`src/hw/rtl/ffha_pkg.sv`:
```
package ffha_pkg;

	localparam int UnitW = 13;
	localparam int AddrW = 12;
	localparam int UsedW = 17;
	localparam int CntW  = 12;
	localparam int NeedW = 29;

	localparam logic [UnitW-1:0] MaxUnits = 13'd4096;
	localparam logic [UnitW-1:0] MinUnits = 13'd2;

	localparam logic [1:0] REG_BASE  = 2'd0;
	localparam logic [1:0] REG_UNITS = 2'd1;

	typedef enum logic [1:0] {
		ST_OK    = 2'd0,
		ST_ZERO  = 2'd1,
		ST_OOM   = 2'd2,
		ST_RANGE = 2'd3
	} st_t;

	typedef enum logic [3:0] {
		OP_NONE,
		OP_INIT,
		OP_LOAD,
		OP_EVAL,
		OP_SPLIT,
		OP_TAKE,
		OP_SUB,
		OP_BSET,
		OP_REL,
		OP_NMERGE,
		OP_PMERGE,
		OP_FIX
	} op_t;

	typedef enum logic [1:0] {
		RD_I,
		RD_N,
		RD_P
	} rd_sel_t;

	typedef struct packed {
		op_t     op;
		rd_sel_t rd_sel;
		logic    step;
		logic    set_st;
		st_t     st;
	} cmd_t;

	typedef struct packed {
		logic is_free;
		logic zero_req;
		logic walk_end;
		logic sz_zero;
		logic fits;
		logic split;
		logic hit;
		logic past;
		logic busy;
		logic n_ok;
		logic p_ok;
		logic null_addr;
		logic range_err;
		logic bad_ptr;
	} sts_t;

endpackage

```
`src/hw/rtl/ffha_ctrl.sv`:
```
module ffha_ctrl
	import ffha_pkg::*;
(
	input  logic clk,
	input  logic arst_n,
	input  logic in_valid,
	output logic in_ready,
	output logic out_valid,
	input  logic out_ready,
	input  sts_t sts,
	output cmd_t cmd
);

	typedef enum logic [18:0] {
		S_INIT   = 19'h00001,
		S_IDLE   = 19'h00002,
		S_DISP   = 19'h00004,
		S_ARD    = 19'h00008,
		S_AEV    = 19'h00010,
		S_ASPLIT = 19'h00020,
		S_ATAKE  = 19'h00040,
		S_FSUB   = 19'h00080,
		S_FCHK   = 19'h00100,
		S_FRD    = 19'h00200,
		S_FEV    = 19'h00400,
		S_FREL   = 19'h00800,
		S_FNRD   = 19'h01000,
		S_FNEV   = 19'h02000,
		S_FNFIX  = 19'h04000,
		S_FPCHK  = 19'h08000,
		S_FPEV   = 19'h10000,
		S_FPFIX  = 19'h20000,
		S_DONE   = 19'h40000
	} state_t;

	state_t state_q, state_d;

	assign in_ready  = (state_q == S_IDLE);
	assign out_valid = (state_q == S_DONE);

	always_comb begin
		state_d    = state_q;
		cmd.op     = OP_NONE;
		cmd.rd_sel = RD_I;
		cmd.step   = 1'b0;
		cmd.set_st = 1'b0;
		cmd.st     = ST_OK;
		case (state_q)
			S_INIT: begin
				cmd.op  = OP_INIT;
				state_d = S_IDLE;
			end
			S_IDLE: begin
				if (in_valid) begin
					cmd.op  = OP_LOAD;
					state_d = S_DISP;
				end
			end
			S_DISP: begin
				if (sts.is_free) begin
					state_d = S_FSUB;
				end else if (sts.zero_req) begin
					cmd.set_st = 1'b1;
					cmd.st     = ST_ZERO;
					state_d    = S_DONE;
				end else begin
					state_d = S_ARD;
				end
			end
			S_ARD: state_d = S_AEV;
			S_AEV: begin
				cmd.op = OP_EVAL;
				if (sts.walk_end || sts.sz_zero) begin
					cmd.set_st = 1'b1;
					cmd.st     = ST_OOM;
					state_d    = S_DONE;
				end else if (sts.fits) begin
					state_d = sts.split ? S_ASPLIT : S_ATAKE;
				end else begin
					cmd.step = 1'b1;
					state_d  = S_ARD;
				end
			end
			S_ASPLIT: begin
				cmd.op  = OP_SPLIT;
				state_d = S_ATAKE;
			end
			S_ATAKE: begin
				cmd.op     = OP_TAKE;
				cmd.set_st = 1'b1;
				state_d    = S_DONE;
			end
			S_FSUB: begin
				cmd.op  = OP_SUB;
				state_d = S_FCHK;
			end
			S_FCHK: begin
				cmd.op = OP_BSET;
				if (sts.null_addr) begin
					cmd.set_st = 1'b1;
					state_d    = S_DONE;
				end else if (sts.range_err) begin
					cmd.set_st = 1'b1;
					cmd.st     = ST_RANGE;
					state_d    = S_DONE;
				end else if (sts.bad_ptr) begin
					cmd.set_st = 1'b1;
					state_d    = S_DONE;
				end else begin
					state_d = S_FRD;
				end
			end
			S_FRD: state_d = S_FEV;
			S_FEV: begin
				cmd.op = OP_EVAL;
				if (sts.walk_end) begin
					cmd.set_st = 1'b1;
					state_d    = S_DONE;
				end else if (sts.hit) begin
					if (sts.busy) begin
						state_d = S_FREL;
					end else begin
						cmd.set_st = 1'b1;
						state_d    = S_DONE;
					end
				end else if (sts.past || sts.sz_zero) begin
					cmd.set_st = 1'b1;
					state_d    = S_DONE;
				end else begin
					cmd.step = 1'b1;
					state_d  = S_FRD;
				end
			end
			S_FREL: begin
				cmd.op  = OP_REL;
				state_d = S_FNRD;
			end
			S_FNRD: begin
				cmd.rd_sel = RD_N;
				state_d    = sts.n_ok ? S_FNEV : S_FPCHK;
			end
			S_FNEV: begin
				if (sts.busy) begin
					state_d = S_FPCHK;
				end else begin
					cmd.op  = OP_NMERGE;
					state_d = S_FNFIX;
				end
			end
			S_FNFIX: begin
				cmd.op  = OP_FIX;
				state_d = S_FPCHK;
			end
			S_FPCHK: begin
				cmd.rd_sel = RD_P;
				if (sts.p_ok) begin
					state_d = S_FPEV;
				end else begin
					cmd.set_st = 1'b1;
					state_d    = S_DONE;
				end
			end
			S_FPEV: begin
				if (sts.busy) begin
					cmd.set_st = 1'b1;
					state_d    = S_DONE;
				end else begin
					cmd.op  = OP_PMERGE;
					state_d = S_FPFIX;
				end
			end
			S_FPFIX: begin
				cmd.op     = OP_FIX;
				cmd.set_st = 1'b1;
				state_d    = S_DONE;
			end
			S_DONE: begin
				if (out_ready) state_d = S_IDLE;
			end
			default: state_d = S_INIT;
		endcase
	end

	always_ff @(posedge clk or negedge arst_n) begin
		if (!arst_n) state_q <= S_INIT;
		else state_q <= state_d;
	end

endmodule

```
`config.mk`:
```
export PLATFORM = sky130hd
export DESIGN_NAME = ffha_ctrl
export DESIGN_NICKNAME = d
export VERILOG_FILES = /design/src/hw/rtl/ffha_pkg.sv /design/src/hw/rtl/ffha_ctrl.sv
export SDC_FILE = /design/constraint.sdc
export NUM_CORES = 1
export LEC_CHECK = 0
export BUFFER_PORTS_ARGS = -buffer_cell sky130_fd_sc_hd__buf_2
export CAP_MARGIN = 15
export CORE_MARGIN = 2
export CORE_UTILIZATION = 54
export CTS_BUF_LIST = sky130_fd_sc_hd__clkbuf_4 sky130_fd_sc_hd__clkbuf_8 sky130_fd_sc_hd__clkbuf_16
export DETAILED_ROUTE_END_ITERATION = 8
export PLACE_DENSITY = 0.79
export SLEW_MARGIN = 25
export SYNTH_ARGS = -nofsm -noshare
export SYNTH_HDL_FRONTEND = slang
export SYNTH_SLANG_ARGS = --single-unit
export TNS_END_PERCENT = 50
```
`constraint.sdc`:
```
create_clock -name clk -period 5.9 [get_ports clk]
set_input_delay 1.18 -clock clk [delete_from_list [all_inputs] [get_ports clk]]
set_output_delay 1.18 -clock clk [all_outputs]
set_load 0.005 [all_outputs]
```
==> metrics.sh, run 1 <==
HPWL_UM=2490
IR_WORST_VDD_uV=218
HOLDWS_NS=0.575
DRIVE_ABOVE_1_SHARE_PCT=27.5
TIMING_WORST_SETUP_PATH_TYPE='primary input to primary output'
SYNTH_SEQ_CELLS=19
TNS_NS=0
FLOORPLAN.DIE_AREA_UM2=3000
LARGEST_FAMILY_OF_LOGIC_CELLS_BY_SYNTHESIZED_AREA='simple AND/OR/NAND/NOR gates'
HOLD_VIOLATIONS=0
FMAX_MHz=263
LARGEST_REG_FLOPS=19
ANTENNA_FOUND_INITIAL=0
DRT_ITER0_DRC=31
CP.ARRIVAL_NS=2.62
GRT_UTIL_ALL_LAYERS_PCT=24.1
SETUP_REPAIR_AFTER_GLOBAL_ROUTING_MISSED_ITS_MARGIN='false'
CLK-INSERTION-DELAY-LATE_NS=0.30
NET_COUNT_OF_THE_MAPPED_NETLIST=169
FINAL_ANTENNA_NET_COUNT=0
SYNTH_COMMON_CELLS='dfrtp_1, nor2_1, nor3_1, nand2_1'
CTS_RESIZED=0
SYNTH.LIB_CELLS_USED.DISTINCT=51
LARGEST_REGISTER='state_q'
IO_BUFFERS=29
GRT.OVERFLOW.TOTAL=0
ROUTED_WIRE_LENGTH_PER_INSTANCE_UM=15.5
DRT_DRC_VIOLATIONS_LEFT=0
CTS.SINKS=19
TIMING.CRITICAL_PATH.FANOUT_MAX=2
IOS=30
FRACTION_OF_THE_CYCLE_THE_FINAL_WORST_PATH_NEEDS_PCT=64.3
SKEW_NS=0.00290
VIASPERCELL=6.03
GRT_START_MAX_NET_PINS=20
SYNTH_SIMPLE_GATE_AREA_SHARE_PCT=45.8
FP.DIEH_UM=54.8
OUTCOME='completed'
NUM-FILL-CELLS=222
ANTENNA-DIODE-COUNT=0
SYN-CELL-AREA_UM2=1390
FINAL_NET_COUNT=197
SEQUENTIAL_SHARE_OF_THE_SYNTHESIZED_AREA_PCT=34.3
YOSYS_MOST_USED_DFF='dfrtp_1'
POWER_PER_CELL_AREA_nW_PER_UM2=245
CLOCKROOTBUFFER='clkbuf_4'
FINAL_CORE_UTILIZATION_PCT=63.8
AREA.GROWTH.SYNTH_TO_FINAL_PCT=12.5
WORST_SETUP_PATH_END_KIND='primary output'
WORST_MARGIN_SLEW_NS=0.607
NUMBER_OF_GLOBAL_ROUTE_VIAS_BEFORE_REPAIR=1044
POST_DP_CELL_AREA_UM2=1540
CPPEAKSTAGEDELAY_NS=0.41
SYNTHXORXNORAREAFRAC_PCT=3.78
ROUTED_WL_UM=3220
CLOCK_TRANSITION_TIME_AT_THE_FLIP_FLOP_CLOCK_PINS_OF_THE_WORST_SETUP_AND_HOLD_PATHS_NS=0.10
CTS_TREE='done'
CAP_VIOLATIONS=0
DP_SLACK_NS=2.13
TIMING.FINAL.CRIT_PERIOD_NS=3.80
WORST_EP_REQUIRED_TIME_NS=4.72
CTSHOLDBUFFERS=0
YOSYS.CELL_COUNT.TOP_TYPE='dfrtp_1'
POST_SYNTHESIS_ADDER_CELL_AREA_FRACTION_PCT=0
SYN_AVG_CELL_AREA_UM2=9.21
FLOORPLAN.INITIALDENSITY_PCT=56.7
TIMING.FINAL.SETUP_VIOLATIONS=0
TIMING.CRITICAL_PATH.FROM_TYPE='primary input'
CTS-HTREE-LEVELS=1
SETUP_SLACK_NS=2.10
VIAS=1254
DIE_WIDTH_UM=54.8
WORST_SETUP_PATH_STARTPOINT='sts[2]'
ASYNC_FLOP_SHARE_PCT=100
POSTCTSSETUPBUFFERS=0
WORSTHOLDPATHTYPE='flop to flop'
HOLD_PATH.STARTPOINT='state_q[11]'
SYN-INSTANCE-COUNT=151
CORE_AREA_UM2=2450
POST-SYNTH-TOP-AREA-FRACTION_PCT=32.4
CELL_WITH_THE_LARGEST_STAGE_DELAY_ON_THE_WORST_PATH='or3_1'
FIRST_PASS_GRT_WIRE_LENGTH_UM=5010
COMPOUND_CELL_AREA_SHARE_OF_THE_YOSYS_NETLIST_PCT=10.8
POST_SYNTH_MAIN_AREA_CONTRIBUTORS='dfrtp_1, nor4_4, nor2_1'
CTS_INSERTED_BUFFERS=3
CP_CELL_SEQUENCE='buf_2, or3_1, nand2_1, o22ai_1, or3_1, or2_2, buf_2'
FINALINSTANCEAREA_UM2=1570
GPL.FINAL_WEIGHTED_CONGESTION=0.873
P_LEAK_uW=0.000715
RELSLEWSLACK_PCT=59.0
REPORT.FINAL.SLEW_VIOL_COUNT=0
PLACEMENT_ROWS=18
SYNTH-EDFF-COUNT=0
DRT_PRE_ANTENNA_ITERS=4
YOSYS_WARNINGS=0
REG.LARGEST.LIST='state_q (19)'
SYNTHDOMINANTAREACELLTYPE='dfrtp_1'
REG2REG_FROM='state_q[12]'
CTS_MAX_PATH_BUFFERS=2
MUXSHAREOFSYNTHAREA_PCT=0.719
-- power by group --
group / total, uW / switching (uW) / internal (uW)
combinational: 150 / 83.5 / 66.4
clock: 71.6 / 40.6 / 31.0
sequential: 162 / 19.3 / 143
total: 383 / 143 / 240
-- critical path: cells and delay by family --
family / cells / cell delay [ns]
AO/OA/AOI/OAI: 1 / 0.06
buffers and inverters: 2 / 0.23
AND/OR/NAND/NOR: 4 / 1.14
-- cell families (layout without fill, tap and decap cells) --
logic type	count (synthesis)	after routing
compound gates	21	21
xor+xnor	6	6
buf+inv	13	40
flops	19	19
mux	1	1
simple gates	91	91
-- layout by cell type (no fill, tap or decap), types with 4 or more instances in the layout --
cell type and instances:
buf_2 29, nor2_1 16, o21ai_0 7, or3_1 7
clkbuf_4 4, dfrtp_1 18, nand2b_1 4, nand2_1 9
nor4_1 5, nor3_1 10, xnor2_1 4, inv_1 7
-- per-stage QoR --
stage	power (uW)	instances
finish	383	208
detailed placement	312	204
global route	411	208
CTS	384	208
global placement	309	204
floorplan	268	151
-- path summary, 6_finish.rpt --
kind	end	slack, ns	cells after the start
hold reg to reg	state_q[10]	0.58	1
setup / recovery	cmd[2]	2.10	7
hold / removal	state_q[10]	0.58	1
max in group asynchronous	state_q[0]	4.76	1
min in group asynchronous	state_q[9]	0.80	1
setup reg to reg	state_q[18]	3.70	5
-- area by class of cell --
class / instances / area [um2] / area share, %
clock buffer: 4 / 30.0 / 1.92
inverter: 7 / 26.3 / 1.68
multi-input combinational: 119 / 850 / 54.3
sequential: 19 / 477 / 30.5
tap: 30 / 37.5 / 2.40
timing repair buffer: 29 / 145 / 9.27
-- layer usage --
metal / routed length, um / share of wire, % / global-route usage (%) / up-vias
met1: 1480 / 46 / 34.1 / 581
met4: 15 / 0.47 / 6.25 / 0
met2: 1510 / 47 / 36.1 / 44
met3: 219 / 6.8 / 6.56 / 2
li1: - / - / - / 627
met5: 0 / 0 / 0 / -
(Power assumes the default switching activity.)
==> inputs of run 2 (changes only) <==
--- a/config.mk
+++ b/config.mk
@@ -5,6 +5,7 @@
 export SDC_FILE = /design/constraint.sdc
 export NUM_CORES = 1
 export LEC_CHECK = 0
+export ABC_AREA = 1
 export BUFFER_PORTS_ARGS = -buffer_cell sky130_fd_sc_hd__buf_2
 export CAP_MARGIN = 15
 export CORE_MARGIN = 2
==> constraint.sdc (replaced) <==
create_clock -name clk -period 3.7 [get_ports clk]
set_input_delay 0.74 -clock clk [delete_from_list [all_inputs] [get_ports clk]]
set_output_delay 0.74 -clock clk [all_outputs]
set_load 0.005 [all_outputs]
==> run 2 against run 1 <==
Power grew 54%; final cell count is 30% higher; register-to-register slack worse by 1.5 ns; synthesized area up 2.6%; die area up 2.4%; combinational power increased by 53%; cell area is 4.1% higher; critical path depth is 1 higher; worst hold slack worse by 0.23 ns; via count grew 11%.
==> metrics.sh, run 2 <==
POWER_SWITCHING_SHARE_PCT=39.3  # +1.9 points
WORSTHOLDPATHTYPE='primary input to asynchronous set/reset pin'
CTSHOLDBUFFERS=0  # unchanged
CELL_WITH_THE_LARGEST_STAGE_DELAY_ON_THE_WORST_PATH='dfrtp_1'
ROUTED_WL_UM=3170  # -1.7%
TOTAL_POWER_uW=591  # +54%
R2R_SLACK_NS=2.19  # -1.51 ns
FINALNONFILLERCELLS=270  # +30%
SETUP_REPAIR_AFTER_GLOBAL_ROUTING_MISSED_ITS_MARGIN='false'
CTS_RESIZED=0  # unchanged
DRT_ITER0_DRC=46  # +48%
INTPOWER_uW=359  # +49%
REG2REG_FROM='state_q[16]'
TIMING.FINAL.CRIT_PERIOD_NS=2.61
TIMING.FINAL.SETUP_VIOLATIONS=0  # unchanged
FLOORPLAN.INITIALDENSITY_PCT=57.1  # +0.43 points
CRITPATHBUFINV=1  # -1
YOSYS.CELL_COUNT.TOP_TYPE='nand2_1'
LARGEST_REGISTER='state_q'
REPORT.FINAL.SLEW_VIOL_COUNT=0  # unchanged
CTS-HTREE-LEVELS=1  # unchanged
DP_SLACK_NS=1.14  # -0.991 ns
CLOCKROOTBUFFER='clkbuf_4'
YOSYS_MOST_USED_DFF='dfrtp_1'
SEQ_POWER_SHARE_PCT=41.1  # -1.1 points
ROUTED_WIRE_LENGTH_PER_INSTANCE_UM=11.7  # -24%
ASYNC_FLOP_SHARE_PCT=100  # unchanged
WORST_SETUP_PATH_END_KIND='primary output'
YOSYS_WARNINGS=0  # unchanged
CPPEAKSTAGEDELAY_NS=0.42  # about the same
SYNTHDOMINANTAREACELLTYPE='dfrtp_1'
CTS_TREE='done'
GRT.OVERFLOW.TOTAL=0  # unchanged
FINAL_NET_COUNT=259  # +31%
SYNTH.LIB_CELLS_USED.DISTINCT=27  # -47%
ANTENNA_FOUND_INITIAL=0  # unchanged
NUMBER_OF_GLOBAL_ROUTE_VIAS_BEFORE_REPAIR=1312  # +26%
BUSIEST_LAYER_IN_GLOBAL_ROUTING='met2'
P_CLK_SHARE_PCT=20.0  # +1.3 points
FLOORPLAN.DIE_AREA_UM2=3070  # +2.4%
POST-SYNTH-TOP-AREA-FRACTION_PCT=31.6  # -0.82 points
GRT_USE_MET2_PCT=37.1  # +0.96 points
CTS.SINKS=19  # unchanged
SETUP_SLACK_NS=1.09  # -1.01 ns
FINAL_CELL_MIX='nand2_1, inv_1, nor2_1'
CORE_AREA_UM2=2500  # +1.8%
GRT_USE_MET3_PCT=3.04  # -3.5 points
CTS_MAX_PATH_BUFFERS=2  # unchanged
WORST_EP_REQUIRED_TIME_NS=2.96  # -1.76 ns
HOLD_VIOLATIONS=0  # unchanged
RELSLEWSLACK_PCT=69.6  # +11 points
POWER_PER_CELL_AREA_nW_PER_UM2=363  # +48%
WORST_MARGIN_SLEW_NS=0.452  # -0.154 ns
DIE_WIDTH_UM=55.4  # +1.2%
NET_COUNT_OF_THE_MAPPED_NETLIST=226  # +34%
LARGEST_REG_FLOPS=19  # unchanged
POST_SYNTH_MAIN_AREA_CONTRIBUTORS='dfrtp_1, nand2_1, inv_1'
DRT_PRE_ANTENNA_ITERS=4  # unchanged
CP_CELL_SEQUENCE='nor2_1, nand2_2, nor2_4, nand3_2, nor2_1, nor3_1, nand2_1, buf_2'
FINAL_CORE_UTILIZATION_PCT=65.2  # +1.4 points
VIASPERCELL=5.17  # -14%
POSTCTSSETUPBUFFERS=0  # unchanged
SYNTH-EDFF-COUNT=0  # unchanged
CRITICAL_PATH.MOST_COMMON_CELL='nor2_1'
TIMING.CRITICAL_PATH.FANOUT_MAX=8  # +6
FINAL_ANTENNA_NET_COUNT=0  # unchanged
GRT_UTIL_ALL_LAYERS_PCT=23.4  # -0.76 points
HPWL_UM=2650  # +6.5%
GR-USAGE-MET1_PCT=30.7  # -3.4 points
FRACTION_OF_THE_CYCLE_THE_FINAL_WORST_PATH_NEEDS_PCT=70.5
FMAX_MHz=384
TNS_NS=0  # unchanged
TIMING_WORST_SETUP_PATH_TYPE='flop to primary output'
DP_CELLS=266  # +30%
DRT_DRC_VIOLATIONS_LEFT=0  # unchanged
IOS=30  # unchanged
P_LEAK_uW=0.00102  # +43%
SYNTH_COMMON_CELLS='nand2_1, inv_1, nor2_1, dfrtp_1, nand3_1'
CRITICAL_PATH.REG2REG.ENDPOINT='state_q[0]'
SYN_AVG_CELL_AREA_UM2=6.86  # -26%
ANTENNA-DIODE-COUNT=0  # unchanged
OUTCOME='completed'
POWER.SWITCHING_uW=233  # +62%
SYNTH_SEQ_CELLS=19  # unchanged
FIRST_PASS_GRT_WIRE_LENGTH_UM=5620  # +12%
CLOCK_TRANSITION_TIME_AT_THE_FLIP_FLOP_CLOCK_PINS_OF_THE_WORST_SETUP_AND_HOLD_PATHS_NS=0.11  # about the same
VIAS=1395  # +11%
PATH_DELAY_FAMILY='simple AND/OR/NAND/NOR gates'
PLACEMENT_ROWS=18  # unchanged
IR_WORST_VDD_uV=334  # +53%
CP.ARRIVAL_NS=1.87  # -0.75 ns
CLK-INSERTION-DELAY-LATE_NS=0.31  # about the same
SYN-CELL-AREA_UM2=1430  # +2.6%
GRT_START_MAX_NET_PINS=20  # unchanged
AREA.GROWTH.SYNTH_TO_FINAL_PCT=14.1
REG.LARGEST.LIST='state_q (19)'
GPL.FINAL_WEIGHTED_CONGESTION=0.861  # -1.5%
LAYOUT.CELLS.MOST_COMMON='nand2_1'
SEQUENTIAL_SHARE_OF_THE_SYNTHESIZED_AREA_PCT=33.4  # -0.87 points
POWER_SHARE_OF_THE_COMBINATIONAL_GROUP_PCT=38.9  # -0.2 points
SYN-INSTANCE-COUNT=208  # +38%
SKEW_NS=0.00142  # -0.00149 ns
IO_BUFFERS=29  # unchanged
DRIVE_ABOVE_1_SHARE_PCT=27.1  # -0.44 points
FP.DIEH_UM=55.4  # +1.2%
CAP_VIOLATIONS=0  # unchanged
FF2FF_PATH_DEPTH=8  # +3
TIMING.CRITICAL_PATH.FROM_TYPE='flop'
CTS_INSERTED_BUFFERS=3  # unchanged
[run 2: cell types whose count changed after synthesis, moves of 4 or more]
cell,delta
nand2b_1,-4
xnor2_1,-4
nor2_1,+18
nor2_2,+5
nor4_1,-5
o21ai_0,-6
nand2_1,+34
nand2_2,+7
buf_2,-4
nor2_4,+7
or3_1,-7
nand3_1,+15
inv_1,+31
[run 2: layout make-up]
| cell class | count | area, um2 |
|---|---|---|
| tap | 30 | 37.5 |
| fill | 247 | 871 |
| clock buffer | 4 | 30.0 |
| sequential | 19 | 477 |
| inverter | 40 | 150 |
| multi-input combinational | 148 | 790 |
| timing repair buffer | 29 | 145 |
[run 2: worst max-delay path by stage]
| stage | cells past startpoint | end | start |
|---|---|---|---|
| after floorplan | 5 | cmd[2] | sts[10] |
| after global placement | 7 | cmd[2] | sts[10] |
| after detailed placement | 7 | cmd[2] | sts[10] |
| after CTS | 8 | cmd[7] | state_q[9] |
| after global routing | 8 | cmd[7] | state_q[11] |
| final | 8 | cmd[7] | state_q[9] |
[run 2: worst reg2reg max path, cell delays in order, from the launching register on]
cell and delay, ns:
dfrtp_1 0.42, nor2_1 0.13, nand2_2 0.10, nor2_4 0.30, nand3_1 0.22, nand2_1 0.11, nor2_1 0.04, nand3_1 0.07
nor2_1 0.06
[run 2: metrics by stage]
step | hold slack (ns) | cell area [um2]
finish | 0.349 | 1630
global route | 0.371 | 1630
CTS | 0.361 | 1630
detailed placement | 0.625 | 1600
global placement | 0.614 | 1600
floorplan | 0.444 | 1430
[run 2: metal layers]
metal,wire length (um),up-vias
met4,103,0
met5,0,-
li1,-,714
met3,236,9
met1,1400,614
met2,1420,58
[run 2: power by group through the flow]
stage | combinational (uW) | sequential (uW) | clock, uW
global placement | 225 | 247 | 0
detailed placement | 228 | 248 | 0
finish | 230 | 243 | 118
CTS | 228 | 244 | 121
floorplan | 181 | 245 | 0
global route | 258 | 246 | 131
[run 2: cell families after synthesis]
group / share of synthesized area, %
compound gates: 2.63
buf+inv: 11.3
flops: 33.4
simple gates: 52.7
==> inputs of run 3 (changes only) <==
--- a/config.mk
+++ b/config.mk
@@ -5,7 +5,7 @@
 export SDC_FILE = /design/constraint.sdc
 export NUM_CORES = 1
 export LEC_CHECK = 0
-export ABC_AREA = 1
+export ABC_AREA = 0
 export BUFFER_PORTS_ARGS = -buffer_cell sky130_fd_sc_hd__buf_2
 export CAP_MARGIN = 15
 export CORE_MARGIN = 2
==> constraint.sdc (replaced) <==
create_clock -name clk -period 2.7 [get_ports clk]
set_input_delay 0.54 -clock clk [delete_from_list [all_inputs] [get_ports clk]]
set_output_delay 0.54 -clock clk [all_outputs]
set_load 0.005 [all_outputs]
==> run 3 against run 2 <==
The flow now finishes with violations (setup timing); die area fell by 2.3%; sequential power rose by 39%; clock power grew 37%; combinational power increased by 110%; cell area rose by 13%; setup slack got worse by 1.1 ns; flip-flop and latch count unchanged; global-route usage increased by 5.1 points; utilization grew 9.6 points; clock skew is 0.0062 ns higher; largest cell class unchanged; highest routed layer unchanged.
==> metrics.sh, run 3 (same netlist as run 1, synthesis figures left out) <==
RELSLEWSLACK_PCT=55.9  # -14 points
TOP_SIGNAL_LAYER_USED='met4'
LAYOUT.CELLS.MOST_COMMON='buf_2'
ROUTED_WIRE_LENGTH_PER_INSTANCE_UM=17.5  # +49%
PLACEMENT_ROWS=18  # unchanged
REG.LARGEST.LIST='state_q (19)'
LARGEST_REGISTER='state_q'
TIMING.FINAL.CRIT_PERIOD_NS=2.75
GPL.FINAL_WEIGHTED_CONGESTION=0.881  # +2.4%
DETAILROUTE.WIRELENGTH.MET2_UM=2030  # +43%
GRT_UTIL_ALL_LAYERS_PCT=28.5  # +5.1 points
WORST_SETUP_PATH_END_KIND='primary output'
DRIVE_ABOVE_1_SHARE_PCT=42.7  # +16 points
AREA.GROWTH.SYNTH_TO_FINAL_PCT=31.9
ROUTED_WL_UM=4120  # +30%
FINAL_CELL_MIX='buf_2, buf_4, nor2_1'
DRT_PRE_ANTENNA_ITERS=4  # unchanged
LARGEST_REG_FLOPS=19  # unchanged
DRT_DRC_VIOLATIONS_LEFT=0  # unchanged
FLOORPLAN.INITIALDENSITY_PCT=56.7  # -0.43 points
SETUP_REPAIR_AFTER_GLOBAL_ROUTING_MISSED_ITS_MARGIN='true'
FRACTION_OF_THE_CYCLE_THE_FINAL_WORST_PATH_NEEDS_PCT=102
IOS=30  # unchanged
FINAL_CORE_UTILIZATION_PCT=74.8  # +9.6 points
P_LEAK_uW=0.000856  # -16%
HOLDWS_NS=0.152  # -0.197 ns
R2R_SLACK_NS=0.54  # -1.65 ns
TIMING.FINAL.SETUP_VIOLATIONS=4  # +4
TIMING_WORST_SETUP_PATH_TYPE='flop to primary output'
CLK-INSERTION-DELAY-LATE_NS=0.31  # about the same
CLOCK_TRANSITION_TIME_AT_THE_FLIP_FLOP_CLOCK_PINS_OF_THE_WORST_SETUP_AND_HOLD_PATHS_NS=0.11  # about the same
CTS-HTREE-LEVELS=1  # unchanged
FP.DIEH_UM=54.8  # -1.2%
WORST_EP_REQUIRED_TIME_NS=2.16  # -0.80 ns
CTSHOLDBUFFERS=0  # unchanged
CAP_VIOLATIONS=0  # unchanged
OUTCOME='complete, but fails checks'
ANTENNA_FOUND_INITIAL=0  # unchanged
DIE_WIDTH_UM=54.8  # -1.2%
FLOORPLAN.DIE_AREA_UM2=3000  # -2.3%
WORSTHOLDPATHTYPE='primary input to asynchronous set/reset pin'
TIMING.CRITICAL_PATH.FROM_TYPE='flop'
TIMING.CRITICAL_PATH.FANOUT_MAX=5  # -3
VIASPERCELL=6.22  # +20%
SKEW_NS=0.00762  # +0.00620 ns
HPWL_UM=2730  # +2.9%
POWER_PER_CELL_AREA_nW_PER_UM2=535  # +47%
CTS_INSERTED_BUFFERS=3  # unchanged
CP.ARRIVAL_NS=2.21  # +0.34 ns
GRT_START_MAX_NET_PINS=20  # unchanged
ROUTED-WL-MET3_UM=252  # +6.8%
FIRST_PASS_GRT_WIRE_LENGTH_UM=5970  # +6.1%
FINAL_ANTENNA_NET_COUNT=0  # unchanged
FINALINSTANCEAREA_UM2=1840  # +13%
DETAIL_ROUTE.WIRELENGTH.MET1_UM=1710  # +22%
POST_DP_CELL_AREA_UM2=1590  # -0.70%
ANTENNA-DIODE-COUNT=0  # unchanged
CTS_MAX_PATH_BUFFERS=2  # unchanged
IO_BUFFERS=29  # unchanged
FMAX_MHz=364
CORE_AREA_UM2=2450  # -1.8%
HOLD_VIOLATIONS=0  # unchanged
CLOCKROOTBUFFER='clkbuf_4'
CTS_TREE='done'
NUMBER_OF_GLOBAL_ROUTE_VIAS_BEFORE_REPAIR=1278  # -2.6%
REPORT.FINAL.SLEW_VIOL_COUNT=0  # unchanged
VIOLATIONS_IN_THE_FINAL_REPORTS='setup timing'
SETUP_SLACK_NS=-0.0496  # -1.14 ns
FINAL_NET_COUNT=225  # -13%
DRT_ITER0_DRC=64  # +39%
CTS.SINKS=19  # unchanged
GRT.OVERFLOW.TOTAL=0  # unchanged
WORST_MARGIN_SLEW_NS=0.645  # +0.192 ns
IR_WORST_VDD_uV=497  # +49%
VIAS=1469  # +5.3%
[run 3: cell types whose count changed in the layout (fill, tap and decap cells not counted), moves of 15 or more]
cell	delta
buf_4	+28
inv_1	-31
nand2_1	-34
nand3_1	-15
nor2_1	-18
[run 3: final cells by class]
cell class                 instances  area [um2]
inverter                           7        26.3
sequential                        19         484
multi-input combinational        119         902
fill                             179         619
clock buffer                       4        30.0
timing repair buffer              57         355
tap                               30        37.5
[run 3: path summary, 6_finish.rpt]
kind,endpoint,start,cells past startpoint
worst max-delay path,cmd[3],state_q[1],6
worst min-delay path,state_q[6],arst_n,1
worst max register to register,state_q[0],state_q[0],6
worst min register to register,state_q[4],state_q[1],2
max in group asynchronous,state_q[0],arst_n,1
min in group clk,state_q[6],sts[8],2
[run 3: report_power, final]
group / total, uW / internal (uW) / switching, uW
clock: 162 / 67.9 / 94.3
sequential: 337 / 314 / 23.5
combinational: 483 / 232 / 251
[run 3: repair_timing]
action	in CTS	in global routing
buffers inserted	15	6
hold endpoints to repair	0	0
pin swaps	11	4
setup endpoints to repair	6	6
gates cloned	0	0
gates resized for setup	8	6
[run 3: stage by stage]
stage | cells | setup WS [ns] | power [uW] | TNS [ns]
4_1_cts | 230 | -0.0568 | 943 | -0.0867
3_3_place_gp | 211 | 0.196 | 693 | 0
5_1_grt | 236 | -0.134 | 1020 | -0.613
2_1_floorplan | 151 | 0.304 | 586 | 0
6_report | 236 | -0.0496 | 982 | -0.138
3_5_place_dp | 211 | 0.137 | 696 | 0
[run 3: critical path, cell delays in order (launching register included)]
cell,delay (ns)
dfrtp_2,0.44
nor4_4,0.40
and4_4,0.32
nand4b_4,0.13
or3_4,0.36
a21boi_2,0.13
buf_2,0.11
[run 3: per-layer routing]
layer | track usage, % | vias to the layer above
li1 | - | 684
met1 | 36.3 | 694
met2 | 48.2 | 76
met3 | 4.37 | 15
met4 | 10.4 | 0
met5 | 0 | -
